==> src/rtl/ccg_pkg.sv <==
// Shared constants, codes and types of the core count governor.
package ccg_pkg;

   localparam int CORES         = 8;
   localparam int BOOST_HOLD_MS = 350;
   localparam int CORE_IDX_W    = $clog2(CORES);
   localparam int MASK_W        = 8;
   localparam int COUNT_W       = 4;
   localparam int RUNQ_W        = 14;
   localparam int LOAD_W        = 7;

   localparam logic [2:0] ACT_SAMPLE  = 3'd0;
   localparam logic [2:0] ACT_BOOST   = 3'd1;
   localparam logic [2:0] ACT_SUSPEND = 3'd2;
   localparam logic [2:0] ACT_RESUME  = 3'd3;
   localparam logic [2:0] ACT_DISABLE = 3'd4;
   localparam logic [2:0] ACT_ENABLE  = 3'd5;

   localparam logic [2:0] DEC_NONE    = 3'd0;
   localparam logic [2:0] DEC_ALL_UP  = 3'd1;
   localparam logic [2:0] DEC_ADD     = 3'd2;
   localparam logic [2:0] DEC_REMOVE  = 3'd3;
   localparam logic [2:0] DEC_TO_MIN  = 3'd4;
   localparam logic [2:0] DEC_BOOSTED = 3'd5;
   localparam logic [2:0] DEC_REFUSED = 3'd6;

   localparam logic [2:0] MODE_NONE   = 3'd0;
   localparam logic [2:0] MODE_RAISE  = 3'd1;
   localparam logic [2:0] MODE_LOWER  = 3'd2;
   localparam logic [2:0] MODE_ADD    = 3'd3;
   localparam logic [2:0] MODE_REMOVE = 3'd4;

   localparam logic [2:0] REG_RUNQ_ALL_UP       = 3'd0;
   localparam logic [2:0] REG_RUNQ_ADD_ONE      = 3'd1;
   localparam logic [2:0] REG_RUNQ_REMOVE_UPPER = 3'd2;
   localparam logic [2:0] REG_RUNQ_FLOOR        = 3'd3;
   localparam logic [2:0] REG_LOAD_ALL_UP       = 3'd4;
   localparam logic [2:0] REG_LOAD_ADD_ONE      = 3'd5;
   localparam logic [2:0] REG_LOAD_REMOVE_UPPER = 3'd6;
   localparam logic [2:0] REG_LOAD_FLOOR        = 3'd7;

   typedef struct packed {
      logic [RUNQ_W-1:0] runq_all_up;
      logic [RUNQ_W-1:0] runq_add_one;
      logic [RUNQ_W-1:0] runq_remove_upper;
      logic [RUNQ_W-1:0] runq_floor;
      logic [LOAD_W-1:0] load_all_up;
      logic [LOAD_W-1:0] load_add_one;
      logic [LOAD_W-1:0] load_remove_upper;
      logic [LOAD_W-1:0] load_floor;
   } cfg_type;

   typedef struct packed {
      logic [2:0]         action;
      logic [RUNQ_W-1:0]  runq_avg;
      logic [LOAD_W-1:0]  load_pct;
      logic [31:0]        now_ms;
      logic [MASK_W-1:0]  allowed_cores;
      logic [COUNT_W-1:0] min_cores;
      logic [COUNT_W-1:0] max_cores;
      logic [COUNT_W-1:0] boost_cores;
   } item_type;

   typedef struct packed {
      logic [2:0]         mode;
      logic [COUNT_W-1:0] limit;
      logic [2:0]         decision;
      logic               set_suspended;
      logic               clr_suspended;
      logic               set_inactive;
      logic               set_active;
      logic               boost_grant;
   } plan_type;

endpackage

==> src/rtl/core_count_governor_unit.sv <==
// Top level of the core count governor: transfer handshakes, settings and the per-core walk.
// The block takes one item at a time. After the input transfer it classifies the item
// in a decide state, then walks the nonboot cores one per cycle through a single
// shared step unit (ending early once the count limit or the target core is reached,
// and skipped when no walk mode is planned), then loads the result register in a
// finishing step. The input is ready again once the finishing step has loaded the result.
// A result waiting in the output register still lets the next input transfer in, but
// that item's finishing step then waits for as long as the waiting result stays stalled.
module core_count_governor_unit (
   input  logic        clock,
   input  logic        reset,
   input  logic        req_valid,
   output logic        req_stall,
   input  logic [2:0]  req_action,
   input  logic [13:0] req_runq_avg,
   input  logic [6:0]  req_load_pct,
   input  logic [31:0] req_now_ms,
   input  logic [7:0]  req_allowed_cores,
   input  logic [3:0]  req_min_cores,
   input  logic [3:0]  req_max_cores,
   input  logic [3:0]  req_boost_cores,
   output logic        rsp_valid,
   input  logic        rsp_stall,
   output logic [7:0]  rsp_online_cores,
   output logic [3:0]  rsp_online_count,
   output logic [2:0]  rsp_decision,
   input  logic        csr_we,
   input  logic [2:0]  csr_index,
   input  logic [13:0] csr_wdata
);

   localparam logic [1:0] ST_IDLE   = 2'd0;
   localparam logic [1:0] ST_DECIDE = 2'd1;
   localparam logic [1:0] ST_WALK   = 2'd2;
   localparam logic [1:0] ST_DONE   = 2'd3;

   localparam logic [ccg_pkg::CORE_IDX_W-1:0] FIRST_CORE = ccg_pkg::CORE_IDX_W'(1);
   localparam logic [ccg_pkg::CORE_IDX_W-1:0] LAST_CORE  =
      ccg_pkg::CORE_IDX_W'(ccg_pkg::CORES - 1);

   logic [1:0]                     state_ff, state_in;
   ccg_pkg::cfg_type               cfg_ff, cfg_in;
   ccg_pkg::item_type              item_ff, item_in;
   ccg_pkg::plan_type              plan_ff, plan_in;
   ccg_pkg::plan_type              plan_w;
   logic [ccg_pkg::MASK_W-1:0]     mask_ff, mask_in;
   logic [ccg_pkg::COUNT_W-1:0]    count_ff, count_in;
   logic [ccg_pkg::CORE_IDX_W-1:0] core_ff, core_in;
   logic                           suspended_ff, suspended_in;
   logic                           active_ff, active_in;
   logic [31:0]                    boost_stamp_ff, boost_stamp_in;
   logic                           rsp_valid_ff, rsp_valid_in;
   logic [ccg_pkg::MASK_W-1:0]     rsp_online_cores_ff, rsp_online_cores_in;
   logic [ccg_pkg::COUNT_W-1:0]    rsp_online_count_ff, rsp_online_count_in;
   logic [2:0]                     rsp_decision_ff, rsp_decision_in;
   logic                           core_on;
   logic                           core_allowed;
   logic                           last_core;
   logic                           walk_done;

   ccg_decide u_decide (
      .cfg        (cfg_ff),
      .item       (item_ff),
      .active     (active_ff),
      .suspended  (suspended_ff),
      .boost_stamp(boost_stamp_ff),
      .plan       (plan_w)
   );

   assign req_stall = (state_ff != ST_IDLE);

   assign core_on      = mask_ff[core_ff];
   assign core_allowed = item_ff.allowed_cores[core_ff];
   assign last_core    = (core_ff == LAST_CORE);

   always_comb begin
      state_in            = state_ff;
      cfg_in              = cfg_ff;
      item_in             = item_ff;
      plan_in             = plan_ff;
      mask_in             = mask_ff;
      count_in            = count_ff;
      core_in             = core_ff;
      suspended_in        = suspended_ff;
      active_in           = active_ff;
      boost_stamp_in      = boost_stamp_ff;
      rsp_valid_in        = rsp_valid_ff;
      rsp_online_cores_in = rsp_online_cores_ff;
      rsp_online_count_in = rsp_online_count_ff;
      rsp_decision_in     = rsp_decision_ff;
      walk_done           = 1'b0;

      if (csr_we) begin
         case (csr_index)
            ccg_pkg::REG_RUNQ_ALL_UP:       cfg_in.runq_all_up       = csr_wdata;
            ccg_pkg::REG_RUNQ_ADD_ONE:      cfg_in.runq_add_one      = csr_wdata;
            ccg_pkg::REG_RUNQ_REMOVE_UPPER: cfg_in.runq_remove_upper = csr_wdata;
            ccg_pkg::REG_RUNQ_FLOOR:        cfg_in.runq_floor        = csr_wdata;
            ccg_pkg::REG_LOAD_ALL_UP:       cfg_in.load_all_up       = csr_wdata[6:0];
            ccg_pkg::REG_LOAD_ADD_ONE:      cfg_in.load_add_one      = csr_wdata[6:0];
            ccg_pkg::REG_LOAD_REMOVE_UPPER: cfg_in.load_remove_upper = csr_wdata[6:0];
            ccg_pkg::REG_LOAD_FLOOR:        cfg_in.load_floor        = csr_wdata[6:0];
            default:                        cfg_in                   = cfg_ff;
         endcase
      end

      if (rsp_valid_ff && !rsp_stall) begin
         rsp_valid_in = 1'b0;
      end

      case (plan_ff.mode)
         ccg_pkg::MODE_RAISE: begin
            if (count_ff >= plan_ff.limit) begin
               walk_done = 1'b1;
            end else begin
               if (!core_on && core_allowed) begin
                  mask_in[core_ff] = 1'b1;
                  count_in         = count_ff + 1'b1;
               end
               walk_done = last_core;
            end
         end
         ccg_pkg::MODE_LOWER: begin
            if (count_ff <= plan_ff.limit) begin
               walk_done = 1'b1;
            end else begin
               if (core_on) begin
                  mask_in[core_ff] = 1'b0;
                  count_in         = count_ff - 1'b1;
               end
               walk_done = last_core;
            end
         end
         ccg_pkg::MODE_ADD: begin
            if (!core_on) begin
               if ((count_ff < plan_ff.limit) && core_allowed) begin
                  mask_in[core_ff] = 1'b1;
                  count_in         = count_ff + 1'b1;
               end
               walk_done = 1'b1;
            end else begin
               walk_done = last_core;
            end
         end
         ccg_pkg::MODE_REMOVE: begin
            if (core_on) begin
               if (count_ff > plan_ff.limit) begin
                  mask_in[core_ff] = 1'b0;
                  count_in         = count_ff - 1'b1;
               end
               walk_done = 1'b1;
            end else begin
               walk_done = last_core;
            end
         end
         default: begin
            walk_done = 1'b1;
         end
      endcase

      case (state_ff)
         ST_IDLE: begin
            mask_in  = mask_ff;
            count_in = count_ff;
            if (req_valid) begin
               item_in.action        = req_action;
               item_in.runq_avg      = req_runq_avg;
               item_in.load_pct      = req_load_pct;
               item_in.now_ms        = req_now_ms;
               item_in.allowed_cores = req_allowed_cores;
               item_in.min_cores     = req_min_cores;
               item_in.max_cores     = req_max_cores;
               item_in.boost_cores   = req_boost_cores;
               state_in              = ST_DECIDE;
            end
         end
         ST_DECIDE: begin
            mask_in  = mask_ff;
            count_in = count_ff;
            plan_in  = plan_w;
            core_in  = FIRST_CORE;
            if (plan_w.set_suspended) begin
               suspended_in = 1'b1;
            end
            if (plan_w.clr_suspended) begin
               suspended_in = 1'b0;
            end
            if (plan_w.set_inactive) begin
               active_in = 1'b0;
            end
            if (plan_w.set_active) begin
               active_in = 1'b1;
            end
            if (plan_w.boost_grant) begin
               boost_stamp_in = item_ff.now_ms;
            end
            if (plan_w.mode == ccg_pkg::MODE_NONE) begin
               state_in = ST_DONE;
            end else begin
               state_in = ST_WALK;
            end
         end
         ST_WALK: begin
            core_in = core_ff + 1'b1;
            if (walk_done) begin
               state_in = ST_DONE;
            end
         end
         ST_DONE: begin
            mask_in  = mask_ff;
            count_in = count_ff;
            if (!rsp_valid_ff || !rsp_stall) begin
               rsp_valid_in        = 1'b1;
               rsp_online_cores_in = mask_ff;
               rsp_online_count_in = count_ff;
               rsp_decision_in     = plan_ff.decision;
               state_in            = ST_IDLE;
            end
         end
         default: begin
            state_in = ST_IDLE;
         end
      endcase
   end

   always_ff @(posedge clock) begin
      if (reset) begin
         state_ff                   <= ST_IDLE;
         cfg_ff.runq_all_up         <= 14'd975;
         cfg_ff.runq_add_one        <= 14'd280;
         cfg_ff.runq_remove_upper   <= 14'd190;
         cfg_ff.runq_floor          <= 14'd95;
         cfg_ff.load_all_up         <= 7'd65;
         cfg_ff.load_add_one        <= 7'd50;
         cfg_ff.load_remove_upper   <= 7'd35;
         cfg_ff.load_floor          <= 7'd20;
         mask_ff                    <= ccg_pkg::MASK_W'(1);
         count_ff                   <= ccg_pkg::COUNT_W'(1);
         suspended_ff               <= 1'b0;
         active_ff                  <= 1'b1;
         boost_stamp_ff             <= '0;
         rsp_valid_ff               <= 1'b0;
      end else begin
         state_ff                   <= state_in;
         cfg_ff                     <= cfg_in;
         mask_ff                    <= mask_in;
         count_ff                   <= count_in;
         suspended_ff               <= suspended_in;
         active_ff                  <= active_in;
         boost_stamp_ff             <= boost_stamp_in;
         rsp_valid_ff               <= rsp_valid_in;
      end
   end

   always_ff @(posedge clock) begin
      item_ff             <= item_in;
      plan_ff             <= plan_in;
      core_ff             <= core_in;
      rsp_online_cores_ff <= rsp_online_cores_in;
      rsp_online_count_ff <= rsp_online_count_in;
      rsp_decision_ff     <= rsp_decision_in;
   end

   assign rsp_valid        = rsp_valid_ff;
   assign rsp_online_cores = rsp_online_cores_ff;
   assign rsp_online_count = rsp_online_count_ff;
   assign rsp_decision     = rsp_decision_ff;

   a_boot_core_on: assert property (@(posedge clock) disable iff (reset) mask_ff[0])
      else $error("Boot core went offline.");

   a_count_tracks_mask: assert property (@(posedge clock) disable iff (reset)
      count_ff == ccg_pkg::COUNT_W'($countones(mask_ff)))
      else $error("Online count differs from the online mask.");

   a_walk_nonboot: assert property (@(posedge clock) disable iff (reset)
      (state_ff == ST_WALK) |-> (core_ff != '0))
      else $error("Core walk reached the boot core.");

   a_rsp_from_done: assert property (@(posedge clock) disable iff (reset)
      $rose(rsp_valid_ff) |-> ($past(state_ff) == ST_DONE))
      else $error("Result transfer offered outside the finishing step.");

endmodule

==> src/rtl/ccg_decide.sv <==
// Classifies one item into a core walk mode, a count limit, a decision and state updates.
module ccg_decide (
   input  ccg_pkg::cfg_type  cfg,
   input  ccg_pkg::item_type item,
   input  logic              active,
   input  logic              suspended,
   input  logic [31:0]       boost_stamp,
   output ccg_pkg::plan_type plan
);

   logic [ccg_pkg::COUNT_W-1:0] boost_target;
   logic [31:0]                 since_boost;
   logic                        all_up_band;
   logic                        add_band;
   logic                        remove_band;
   logic                        floor_band;

   always_comb begin
      boost_target = item.boost_cores;
      if (boost_target < item.min_cores) begin
         boost_target = item.min_cores;
      end
      if (boost_target > item.max_cores) begin
         boost_target = item.max_cores;
      end
   end

   assign since_boost = item.now_ms - boost_stamp;

   assign all_up_band = (item.runq_avg >= cfg.runq_all_up) || (item.load_pct >= cfg.load_all_up);
   assign add_band    = ((item.runq_avg >= cfg.runq_add_one) &&
                         (item.runq_avg < cfg.runq_all_up)) ||
                        ((item.load_pct >= cfg.load_add_one) &&
                         (item.load_pct < cfg.load_all_up));
   assign remove_band = (item.runq_avg > cfg.runq_floor) &&
                        (item.runq_avg <= cfg.runq_remove_upper) &&
                        (item.load_pct > cfg.load_floor) &&
                        (item.load_pct <= cfg.load_remove_upper);
   assign floor_band  = (item.runq_avg <= cfg.runq_floor) && (item.load_pct <= cfg.load_floor);

   always_comb begin
      plan          = '0;
      plan.mode     = ccg_pkg::MODE_NONE;
      plan.decision = ccg_pkg::DEC_NONE;
      case (item.action)
         ccg_pkg::ACT_SAMPLE: begin
            if (active && !suspended) begin
               if (all_up_band) begin
                  plan.mode     = ccg_pkg::MODE_RAISE;
                  plan.limit    = item.max_cores;
                  plan.decision = ccg_pkg::DEC_ALL_UP;
               end else if (add_band) begin
                  plan.mode     = ccg_pkg::MODE_ADD;
                  plan.limit    = item.max_cores;
                  plan.decision = ccg_pkg::DEC_ADD;
               end else if (remove_band) begin
                  plan.mode     = ccg_pkg::MODE_REMOVE;
                  plan.limit    = item.min_cores;
                  plan.decision = ccg_pkg::DEC_REMOVE;
               end else if (floor_band) begin
                  plan.mode     = ccg_pkg::MODE_LOWER;
                  plan.limit    = item.min_cores;
                  plan.decision = ccg_pkg::DEC_TO_MIN;
               end
            end
         end
         ccg_pkg::ACT_BOOST: begin
            if (!active || suspended || (since_boost < 32'(ccg_pkg::BOOST_HOLD_MS))) begin
               plan.decision = ccg_pkg::DEC_REFUSED;
            end else begin
               plan.mode        = ccg_pkg::MODE_RAISE;
               plan.limit       = boost_target;
               plan.decision    = ccg_pkg::DEC_BOOSTED;
               plan.boost_grant = 1'b1;
            end
         end
         ccg_pkg::ACT_SUSPEND: begin
            plan.mode          = ccg_pkg::MODE_RAISE;
            plan.limit         = item.max_cores;
            plan.decision      = ccg_pkg::DEC_ALL_UP;
            plan.set_suspended = 1'b1;
         end
         ccg_pkg::ACT_RESUME: begin
            plan.clr_suspended = 1'b1;
         end
         ccg_pkg::ACT_DISABLE: begin
            plan.mode         = ccg_pkg::MODE_RAISE;
            plan.limit        = item.max_cores;
            plan.decision     = ccg_pkg::DEC_ALL_UP;
            plan.set_inactive = 1'b1;
         end
         ccg_pkg::ACT_ENABLE: begin
            plan.set_active = 1'b1;
         end
         default: begin
            plan.mode = ccg_pkg::MODE_NONE;
         end
      endcase
   end

endmodule

==> config.mk <==
export PLATFORM = sky130hd
export DESIGN_NAME = core_count_governor_unit
export DESIGN_NICKNAME = d
export VERILOG_FILES = /design/src/rtl/ccg_pkg.sv /design/src/rtl/core_count_governor_unit.sv /design/src/rtl/ccg_decide.sv
export SDC_FILE = /design/constraint.sdc
export NUM_CORES = 1
export LEC_CHECK = 0
export CORE_ASPECT_RATIO = 0.8
export CORE_MARGIN = 5
export CORE_UTILIZATION = 58
export DETAILED_ROUTE_END_ITERATION = 8
export DONT_BUFFER_PORTS = 1
export PLACE_DENSITY = 0.86
export SETUP_SLACK_MARGIN = 0.15
export SYNTH_ARGS = -nofsm -noshare
export SYNTH_HDL_FRONTEND = slang
export SYNTH_HIERARCHICAL = 1
export SYNTH_SLANG_ARGS = --single-unit
==> constraint.sdc <==
create_clock -name clock -period 3.56 [get_ports clock]
set_input_delay 0.356 -clock clock [delete_from_list [all_inputs] [get_ports clock]]
set_output_delay 0.356 -clock clock [all_outputs]
set_load 0.01 [all_outputs]
==> Word-level counts from Yosys, hierarchy flattened <==
Cells that the tools add are included.
{ "totals": {"ram_bits": 0, "regBits": 237, "mem_count": 0, "in_bits": 98, "output_inout_bits": 17, "wordCells": 196, "latch_bits": 0, "romBits": 0} }
{ "classes": {"bitwise": 4, "div": 0, "n_mux": 59, "order_cmp": 21, "add_sub_neg": 4, "shift": 0, "eq_ne": 31, "n_mul": 0, "reduce_logical": 47} }
{ "op_table": {"columns": ["operator", "count"], "rows": [
  ["two-way mux 8 bit", 8],
  ["two-way mux 10 bit", 4],
  ["two-way mux 4 bit", 10],
  ["less-than comparator 32 x 9 -> 1 bit, second input constant", 1],
  ["one-hot mux 8 bit (4 select lines)", 1],
  ["subtractor 32 bit", 1],
  [">= comparator 14 bit", 2],
  ["<= comparator 14 bit", 2],
  ["AND reduction 2 bit", 13],
  ["equality test 3 bit, second input constant", 8],
  ["inequality test 2 bit, second input constant", 11],
  ["two-way mux 1 bit", 21],
  ["one-hot mux 7 bit (3 select lines)", 1],
  ["equality test 3 x 2 -> 1 bit, second input constant", 6],
  ["one-hot mux 4 bit (4 select lines)", 1],
  [">= comparator 7 bit", 2],
  ["greater-than comparator 14 bit", 1],
  ["<= comparator 7 bit", 2],
  ["less-than comparator 14 bit", 1],
  ["logical AND 1 bit", 11],
  ["AND reduction 10 bit", 1],
  ["equality test 3 x 1 -> 1 bit, second input constant", 3],
  ["zero test 3 bit", 3],
  ["two-way mux 9 bit", 1],
  ["33 further kinds", 51]
]} }

==> Longest topological paths before layout <==
Gate-level depths: netlist (run 1).
{ "depth": {"depth_word": 12, "mapped_depth": 18, "depth_no_buf": 16} }

==> Hierarchy <==
The synthesis (run 1) kept the hierarchy.
{ "by_module_without_submodules": {"columns": ["mod", "area_per_inst_um2", "n_inst", "seq_area_each_um2", "cells_each"], "rows": [
  ["core_count_governor_unit", 8633.3, 1, 5785.5, 755],
  ["ccg_decide", 4864.7, 1, 0.0, 705]
]} }

==> Worst setup path after synthesis (run 1) <==
No wires, ideal clock.
{ "synth_path": {"kind": "reg2reg", "start": "reg item_ff[30] in the netlist's numbering", "end": "reg boost_stamp_ff[26]", "path_slack_ns": -0.287, "path_buffers": 3, "stages_incl_launch_ff": 18, "period_less_slack_ns": 3.847, "required_time_ns": 3.428, "setup_time_ns": 0.132, "t_arrival_ns": 3.715, "cell_sequence": "edfxtp_1 -> ha_1 -> buf_6 -> a21oi_4 -> o21a_4 -> nor2_2 -> or4_4 -> or4_4 -> a211oi_2 -> nand4_1 -> nor4_4 -> or2_2 -> inv_1 -> and2_1 -> clkbuf_1 -> clkbuf_1 -> nand2_1 -> a21oi_1"} }
{ "synth_rtl": {"columns": ["item", "line_no", "text"], "rows": [
  ["start: declaration", "core_count_governor_unit.sv:43", "ccg_pkg::item_type item_ff, item_in;"],
  ["start signal: assignment", "core_count_governor_unit.sv:256", "item_ff <= item_in;"],
  ["end signal: assignment", "core_count_governor_unit.sv:250", "boost_stamp_ff <= boost_stamp_in;"],
  ["end: declaration", "core_count_governor_unit.sv:51", "logic [31:0] boost_stamp_ff, boost_stamp_in;"]
]} }

==> results of run 1 <==
[through the flow]
| stage | hold WS, ns | cells | worst slack (ns) | utilization | instance area, µm² |
|---|---|---|---|---|---|
| after global placement | 0.435 | 1780 | -0.196 | 0.614 | 14200 |
| after CTS | 0.00368 | 2015 | 0.130 | 0.742 | 17200 |
| after floorplan | 0.400 | 1460 | -0.0419 | - | 13600 |
| final | 0.0281 | 2045 | -0.130 | 0.782 | 18100 |
| after detailed placement | 0.436 | 1780 | -0.214 | 0.614 | 14200 |
| after global routing | 0.0216 | 2045 | -0.292 | 0.782 | 18100 |
[worst max path at each step]
| stage | start | to | cells past startpoint |
|---|---|---|---|
| 2_1_floorplan | item_ff[30]$_DFFE_PP_ | boost_stamp_ff[31]$_SDFFE_PP0P_ | 17 |
| 3_3_place_gp | item_ff[32]$_DFFE_PP_ | state_ff[0]$_SDFFE_PP0P_ | 15 |
| 3_5_place_dp | item_ff[32]$_DFFE_PP_ | state_ff[0]$_SDFFE_PP0P_ | 15 |
| 4_1_cts | item_ff[37]$_DFFE_PP_ | boost_stamp_ff[23]$_SDFFE_PP0P_ | 15 |
| 5_1_grt | item_ff[33]$_DFFE_PP_ | boost_stamp_ff[11]$_SDFFE_PP0P_ | 15 |
| 6_report | item_ff[33]$_DFFE_PP_ | boost_stamp_ff[11]$_SDFFE_PP0P_ | 15 |
[layout make-up]
cell class	count	area [µm²]
clock inverter	13	140
clock buffer	35	726
sequential	237	5790
fill	1306	5050
tap	312	390
multi-input combinational	1016	7730
timing repair buffer	289	2790
inverter	143	539
[report_power, final]
part	switching (mW)	internal, mW	leakage, nW
Combinational	2.34	1.86	4.94
Sequential	0.385	3.32	2.05
Clock	1.17	1.59	0.419
[placed cells by master, fill, tap and decap left out, types with 5 or more instances in the layout]
master,instances
nand4_1,32
inv_1,142
ha_1,118
nand3_1,15
nor4_1,5
nand2_4,28
mux2_2,5
clkbuf_16,31
buf_12,6
dlygate4sd3_1,180
nor3b_1,5
nand2_1,202
or2_2,8
nor2_1,59
dfxtp_1,133
buf_4,97
a31oi_1,5
a211oi_1,9
mux2i_1,25
nand2b_1,25
o211ai_1,14
clkbuf_1,6
a21oi_2,42
nand3b_1,27
xnor2_1,9
a21o_1,32
ha_4,16
o31a_1,5
o22ai_1,5
a211o_1,14
o21a_1,20
nor3_1,17
nor2b_1,21
nand2_2,14
edfxtp_1,104
a21oi_1,90
xor2_1,9
o21ai_0,26
[state kept, by name (all words and copies together), names as in the netlist, named ones only]
signal	flops
active_ff	1
boost_stamp_ff	32
cfg_ff	84
core_ff	3
count_ff	4
item_ff	76
plan_ff	10
rsp_decision	3
rsp_online_cores	8
rsp_online_count	4
rsp_valid	1
state_ff	2
suspended_ff	1
[layer usage]
metal / vias to the layer above / share of wire / GRT usage
met4: 0 / 0.045 / 0.0975
met3: 217 / 0.11 / 0.0610
met2: 921 / 0.46 / 0.466
met5: - / 0 / 0
met1: 5981 / 0.39 / 0.381
li1: 5656 / - / -
[cells by family (layout without fill, tap and decap cells)]
logic type / after synthesis / count (layout) / share of synthesized area
AND/OR/NAND/NOR: 496 / 496 / 0.178
AO/OA/AOI/OAI: 330 / 330 / 0.162
flip-flops: 237 / 237 / 0.429
buffers and inverters: 207 / 480 / 0.0615
adder cells (fa/ha/maj): 136 / 136 / 0.127
multiplexers: 35 / 35 / 0.0302
XOR/XNOR: 19 / 19 / 0.0123
[critical path, delay by kind of cell (launching register included)]
family                   cells  cell delay [ns]
flip-flops                   1             0.47
adder cells (fa/ha/maj)      1             0.31
buffers and inverters        2             0.32
AND/OR/NAND/NOR              7             1.14
multiplexers                 1             0.29
AO/OA/AOI/OAI                4             1.08
[what timing repair did]
item | 4_1_cts | 5_1_grt
setup buffers | 5 | 25
pin swaps | 19 | 29
resized for setup | 43 | 148
hold buffers | 181 | 0
endpoints found under the hold margin | 203 | 0
endpoints found under the setup margin | 40 | 44
gates cloned | 1 | 5
==> results.py, run 1 <==
metrics = {
    "power": {
        "p_leak_nw": 7.41,
        "ir_drop_uv": 532,
        "p_total_mw": 10.7,
        "p_per_area_mw_per_mm2": 589,
    },
    "worst_setup_path": {
        "start_kind": "register",
        "endpoint_kind": "register",
        "crit_path_frequent_cell": "a21oi_1",
        "worstPathArrival_ns": 4.15,
        "reg2reg_depth": 15,
        "timing.rr.start": "item_ff[33]$_DFFE_PP_",
        "critPathRequiredTime_ns": 4.02,
        "crit_chain": "ha_4 > a21oi_1 > o21ai_0 > a21oi_1 > nand3_1 > and3b_1 > mux2_2 > nand4_1 > nor4_4 > or2_4 > inv_4 > and2_4 > clkbuf_16 > nand2_4 > a21oi_2",
        "slowest_stage": "edfxtp_1",
        "crit_fanout": 8,
        "reg2reg_to": "boost_stamp_ff[11]$_SDFFE_PP0P_",
        "cpPeakStageDelay_ns": 0.47,
        "rrSetupSlack_ns": -0.13,
        "critPathKind": "reg2reg",
    },
    "clock_tree": {
        "cts.clk_slew.worst_paths_ns": 0.07,
        "insertion_delay_ns": 0.54,
        "h-tree-depth": 1,
        "tritoncts": "built",
        "cts_root_buf": "clkbuf_16",
        "cts_sinks": 237,
        "numCtsBuffers": 26,
        "cts_max_path_buffers": 3,
    },
    "final_layout": {
        "layout.nets": 1947,
        "areaGrowthSynthToFinish_pct": 34.1,
        "layout-drive-gt1-share": 0.185,
        "num_antenna_cells": 0,
    },
    "sta": {
        "setup_viol": 36,
        "period_needed_ns": 3.69,
        "hold_viol": 0,
        "drv_slew": 0,
        "min_period_over_period": 1.04,
        "fin_tns_setup_ns": -2.94,
        "fmax_mhz": 271,
        "rsz0062_at_grt": "true",
        "relSlewSlack": 0.181,
        "tightest_slew_ns": 1.22,
        "clock_skew_ns": 0.0217,
        "fin_ws_ns": -0.130,
    },
    "routing": {
        "finalWirelength_um": 43800,
        "wire_per_inst_um": 21.4,
        "drt_iter0_drc": 1671,
        "num_vias": 12800,
        "drtPass1Iterations": 8,
        "viasPerCell": 6.25,
        "drc": 0,
        "ant_nets": 0,
    },
    "min_path": {
        "min_from": "reset",
        "hold_depth": 2,
        "min_path_type": "in2reg",
    },
    "global_routing": {
        "track_usage": 0.286,
        "grt_pass1_vias": 12000,
        "grt_pass1_wl_um": 62200,
        "grt_max_degree": 104,
        "grt_overflow_total": 0,
        "antenna_found_initial": 0,
    },
    "floorplanning": {
        "rows": 50,
        "die_y_um": 146,
        "fp.dieW_um": 181,
        "core_area_mm2": 0.0231,
        "initial_core_util": 0.583,
        "die_area_mm2": 0.0264,
        "io_pins": 115,
    },
    "yosys": {
        "syn_area_mm2": 0.0135,
        "synthMostInstantiatedCell": "nand2_1",
        "async_flop_share": 0,
        "synth_top_cells_by_count": "nand2_1, inv_1, ha_1, dfxtp_1, a21oi_1",
        "avgSynthCellArea_um2": 9.25,
        "syn-num-nets": 1694,
        "synth.area.top_cells": "edfxtp_1, dfxtp_1, ha_1, nand2_1, a21oi_1",
        "synth_top_area_cell": "edfxtp_1",
        "synth_cell_types": 78,
        "synth-edff-count": 104,
        "ys_ff_latch": 237,
        "netlist_instances": 1460,
        "yosysWarnings": 6,
        "yosysTopAreaCellShare": 0.231,
        "synth-seq-area-share": 0.429,
        "synth_top_flop_cell": "dfxtp_1",
    },
    "status": {
        "outcome": "finished with violations",
        "violations": "setup timing",
    },
    "placement": {
        "hpwl_um": 23900,
        "gp_congestion": 0.944,
        "io_buffers": 0,
    },
    "job": {
        "drv_cap": 0,
    },
}
Note: power is estimated with default switching activity, not from simulation.
==> run 2: changes to the inputs <==
--- a/config.mk
+++ b/config.mk
@@ -10,9 +10,9 @@
 export CORE_UTILIZATION = 58
 export DETAILED_ROUTE_END_ITERATION = 8
 export DONT_BUFFER_PORTS = 1
+export HOLD_SLACK_MARGIN = 0.02
 export PLACE_DENSITY = 0.86
 export SETUP_SLACK_MARGIN = 0.15
 export SYNTH_ARGS = -nofsm -noshare
 export SYNTH_HDL_FRONTEND = slang
-export SYNTH_HIERARCHICAL = 1
 export SYNTH_SLANG_ARGS = --single-unit
==> results.py, run 2 <==
metrics = {
    "clock_tree": {
        "h-tree-depth": 1,
        "numCtsBuffers": 25,
        "cts_max_path_buffers": 3,
        "insertion_delay_ns": 0.52,
        "cts_sinks": 237,
        "cts_root_buf": "clkbuf_16",
        "cts.clk_slew.worst_paths_ns": 0.06,
        "tritoncts": "built",
    },
    "yosys": {
        "ys_ff_latch": 237,
        "yosysWarnings": 0,
        "synth-seq-area-share": 0.429,
        "synth_top_area_cell": "edfxtp_1",
        "synth_top_flop_cell": "dfxtp_1",
        "synth_cell_types": 76,
        "synth.area.top_cells": "edfxtp_1, dfxtp_1, ha_1, a21oi_1, nand2_1",
        "avgSynthCellArea_um2": 9.30,
        "syn-num-nets": 1683,
        "yosysTopAreaCellShare": 0.232,
        "synthMostInstantiatedCell": "nand2_1",
        "netlist_instances": 1449,
        "syn_area_mm2": 0.0135,
        "synth-edff-count": 104,
        "synth_top_cells_by_count": "nand2_1, inv_1, ha_1, dfxtp_1, a21oi_1",
        "async_flop_share": 0,
    },
    "sta": {
        "min_period_over_period": 1.05,
        "fin_ws_ns": -0.184,
        "hold_viol": 0,
        "clock_skew_ns": 0.00905,
        "setup_viol": 39,
        "fmax_mhz": 267,
        "period_needed_ns": 3.74,
        "fin_tns_setup_ns": -4.87,
        "relSlewSlack": 0.264,
        "tightest_slew_ns": 1.10,
        "drv_slew": 0,
        "rsz0062_at_grt": "true",
    },
    "power": {
        "ir_drop_uv": 871,
        "p_per_area_mw_per_mm2": 575,
        "p_leak_nw": 6.49,
    },
    "final_layout": {
        "regMostFlops": "cfg_ff",
        "layout-drive-gt1-share": 0.116,
        "top_regs": "cfg_ff: 84 flops, item_ff: 76 flops, boost_stamp_ff: 32 flops",
        "final_cell_mix": "nand2_1, inv_1, dfxtp_1, ha_1, a21oi_1",
        "utilization": 0.721,
        "mostFrequentLayoutCell": "nand2_1",
        "final_area_mm2": 0.0164,
        "layout.nets": 1847,
        "final_cells": 1940,
        "largest_reg_flops": 84,
        "areaGrowthSynthToFinish_pct": 21.4,
    },
    "floorplanning": {
        "initial_core_util": 0.594,
        "fp.dieW_um": 180,
        "die_y_um": 146,
        "die_area_mm2": 0.0264,
        "core_area_mm2": 0.0227,
        "rows": 49,
        "io_pins": 115,
    },
    "routing": {
        "finalWirelength_um": 36300,
        "drt_iter0_drc": 1211,
        "wire_per_inst_um": 18.7,
        "drc": 0,
        "viasPerCell": 5.90,
        "drtPass1Iterations": 5,
        "num_vias": 11400,
        "ant_nets": 0,
    },
    "global_routing": {
        "track_usage": 0.260,
        "grt_pass1_wl_um": 57000,
        "grt_max_degree": 115,
        "grt_pass1_vias": 11200,
        "antenna_found_initial": 1,
        "grt_overflow_total": 0,
    },
    "placement": {
        "io_buffers": 0,
        "place_ws_ns": -0.233,
        "hpwl_um": 23600,
        "placedInstanceArea_mm2": 0.0143,
        "placedCellCount": 1782,
        "gp_congestion": 0.932,
    },
    "worst_setup_path": {
        "crit_fanout": 5,
        "endpoint_kind": "register",
        "start_kind": "register",
        "critPathRequiredTime_ns": 3.97,
        "worstPathArrival_ns": 4.15,
        "critPathKind": "reg2reg",
    },
    "min_path": {
        "min_path_type": "in2reg",
    },
    "job": {
        "drv_cap": 0,
    },
    "status": {
        "violations": "setup timing",
        "outcome": "finished with violations",
    },
}
## run 2: changes by cell type in the layout (fill, tap and decap cells not counted), moves of 28 or more
cell,previous run,this run
dlygate4sd3_1,180,94
nand2_1,202,151
nand2b_1,25,76
nor2_1,59,108
a21oi_2,42,5
mux2i_1,25,54
nand2_4,28,0
## run 2: cell type report
cell class,count,area [µm²]
Antenna cell,3,7.51
Sequential cell,237,5790
Multi-Input combinational cell,1007,7120
Clock inverter,9,55.1
Timing Repair Buffer,192,1760
Clock buffer,36,687
Inverter,150,566
Fill cell,1554,6320
Tap cell,306,383
## run 2: metrics by stage
step,total power [mW],hold WS (ns)
after floorplan,5.65,0.400
after global placement,6.49,0.405
after detailed placement,6.61,0.407
after CTS,9.17,0.0211
after global routing,9.95,0.0297
final,9.41,0.0451
## run 2: path summary, 6_finish.rpt
check        slack [ns]                         endpoint             startpoint  cells past startpoint
max               -0.18  boost_stamp_ff[25]$_SDFFE_PP0P_  item_ff[20]$_DFFE_PP_                     15
max reg2reg       -0.18  boost_stamp_ff[25]$_SDFFE_PP0P_  item_ff[20]$_DFFE_PP_                     15
min                0.05  boost_stamp_ff[12]$_SDFFE_PP0P_                  reset                      2
min reg2reg        0.42        rsp_decision[2]$_DFFE_PP_   plan_ff[7]$_DFFE_PP_                      0
## run 2: report_power, final
group / leakage (nW) / switching [mW] / internal, mW / total [mW]
combinational: 4.07 / 1.89 / 1.48 / 3.37
clock: 0.357 / 1.06 / 1.34 / 2.40
sequential: 2.06 / 0.323 / 3.31 / 3.63
## run 2: kinds of logic after synthesis
logic type,Yosys count,share of synthesized area
AOI/OAI and AO/OA,314,0.149
xor gates and xnor gates,19,0.0123
adders and majority gates,136,0.127
buffers and inverters,205,0.0595
DFF,237,0.429
muxes,64,0.0499
and+or+nand+nor,474,0.173
## run 2: what timing repair did
| action | in CTS | in global routing |
|---|---|---|
| setup buffers | 3 | 10 |
| hold buffers | 94 | 1 |
| setup endpoints to repair | 40 | 41 |
| gates resized for setup | 4 | 37 |
| hold endpoints to repair | 186 | 1 |
| pin swaps | 1 | 4 |
| gates cloned | 0 | 2 |
## run 2: layer usage
| layer | part of all wire | GRT usage | routed length [µm] | vias up |
|---|---|---|---|---|
| met1 | 0.44 | 0.356 | 15900 | 5445 |
| li1 | - | - | - | 5410 |
| met2 | 0.46 | 0.434 | 16600 | 496 |
| met3 | 0.071 | 0.0403 | 2590 | 97 |
| met5 | 0 | 0 | 0 | - |
| met4 | 0.032 | 0.0699 | 1170 | 0 |
## run 2: worst max-delay path, stage by stage (launching register included)
cell and delay, ns:
edfxtp_1 0.34, nand2b_4 0.14, inv_4 0.04, fa_2 0.36, nand2b_4 0.17, a21oi_4 0.16
o2111a_2 0.24, nor2_2 0.05, mux2_4 0.28, or4_4 0.50, or4_4 0.44, nor4_4 0.19
and4_4 0.29, nor2_4 0.08, buf_12 0.16, mux2i_4 0.18
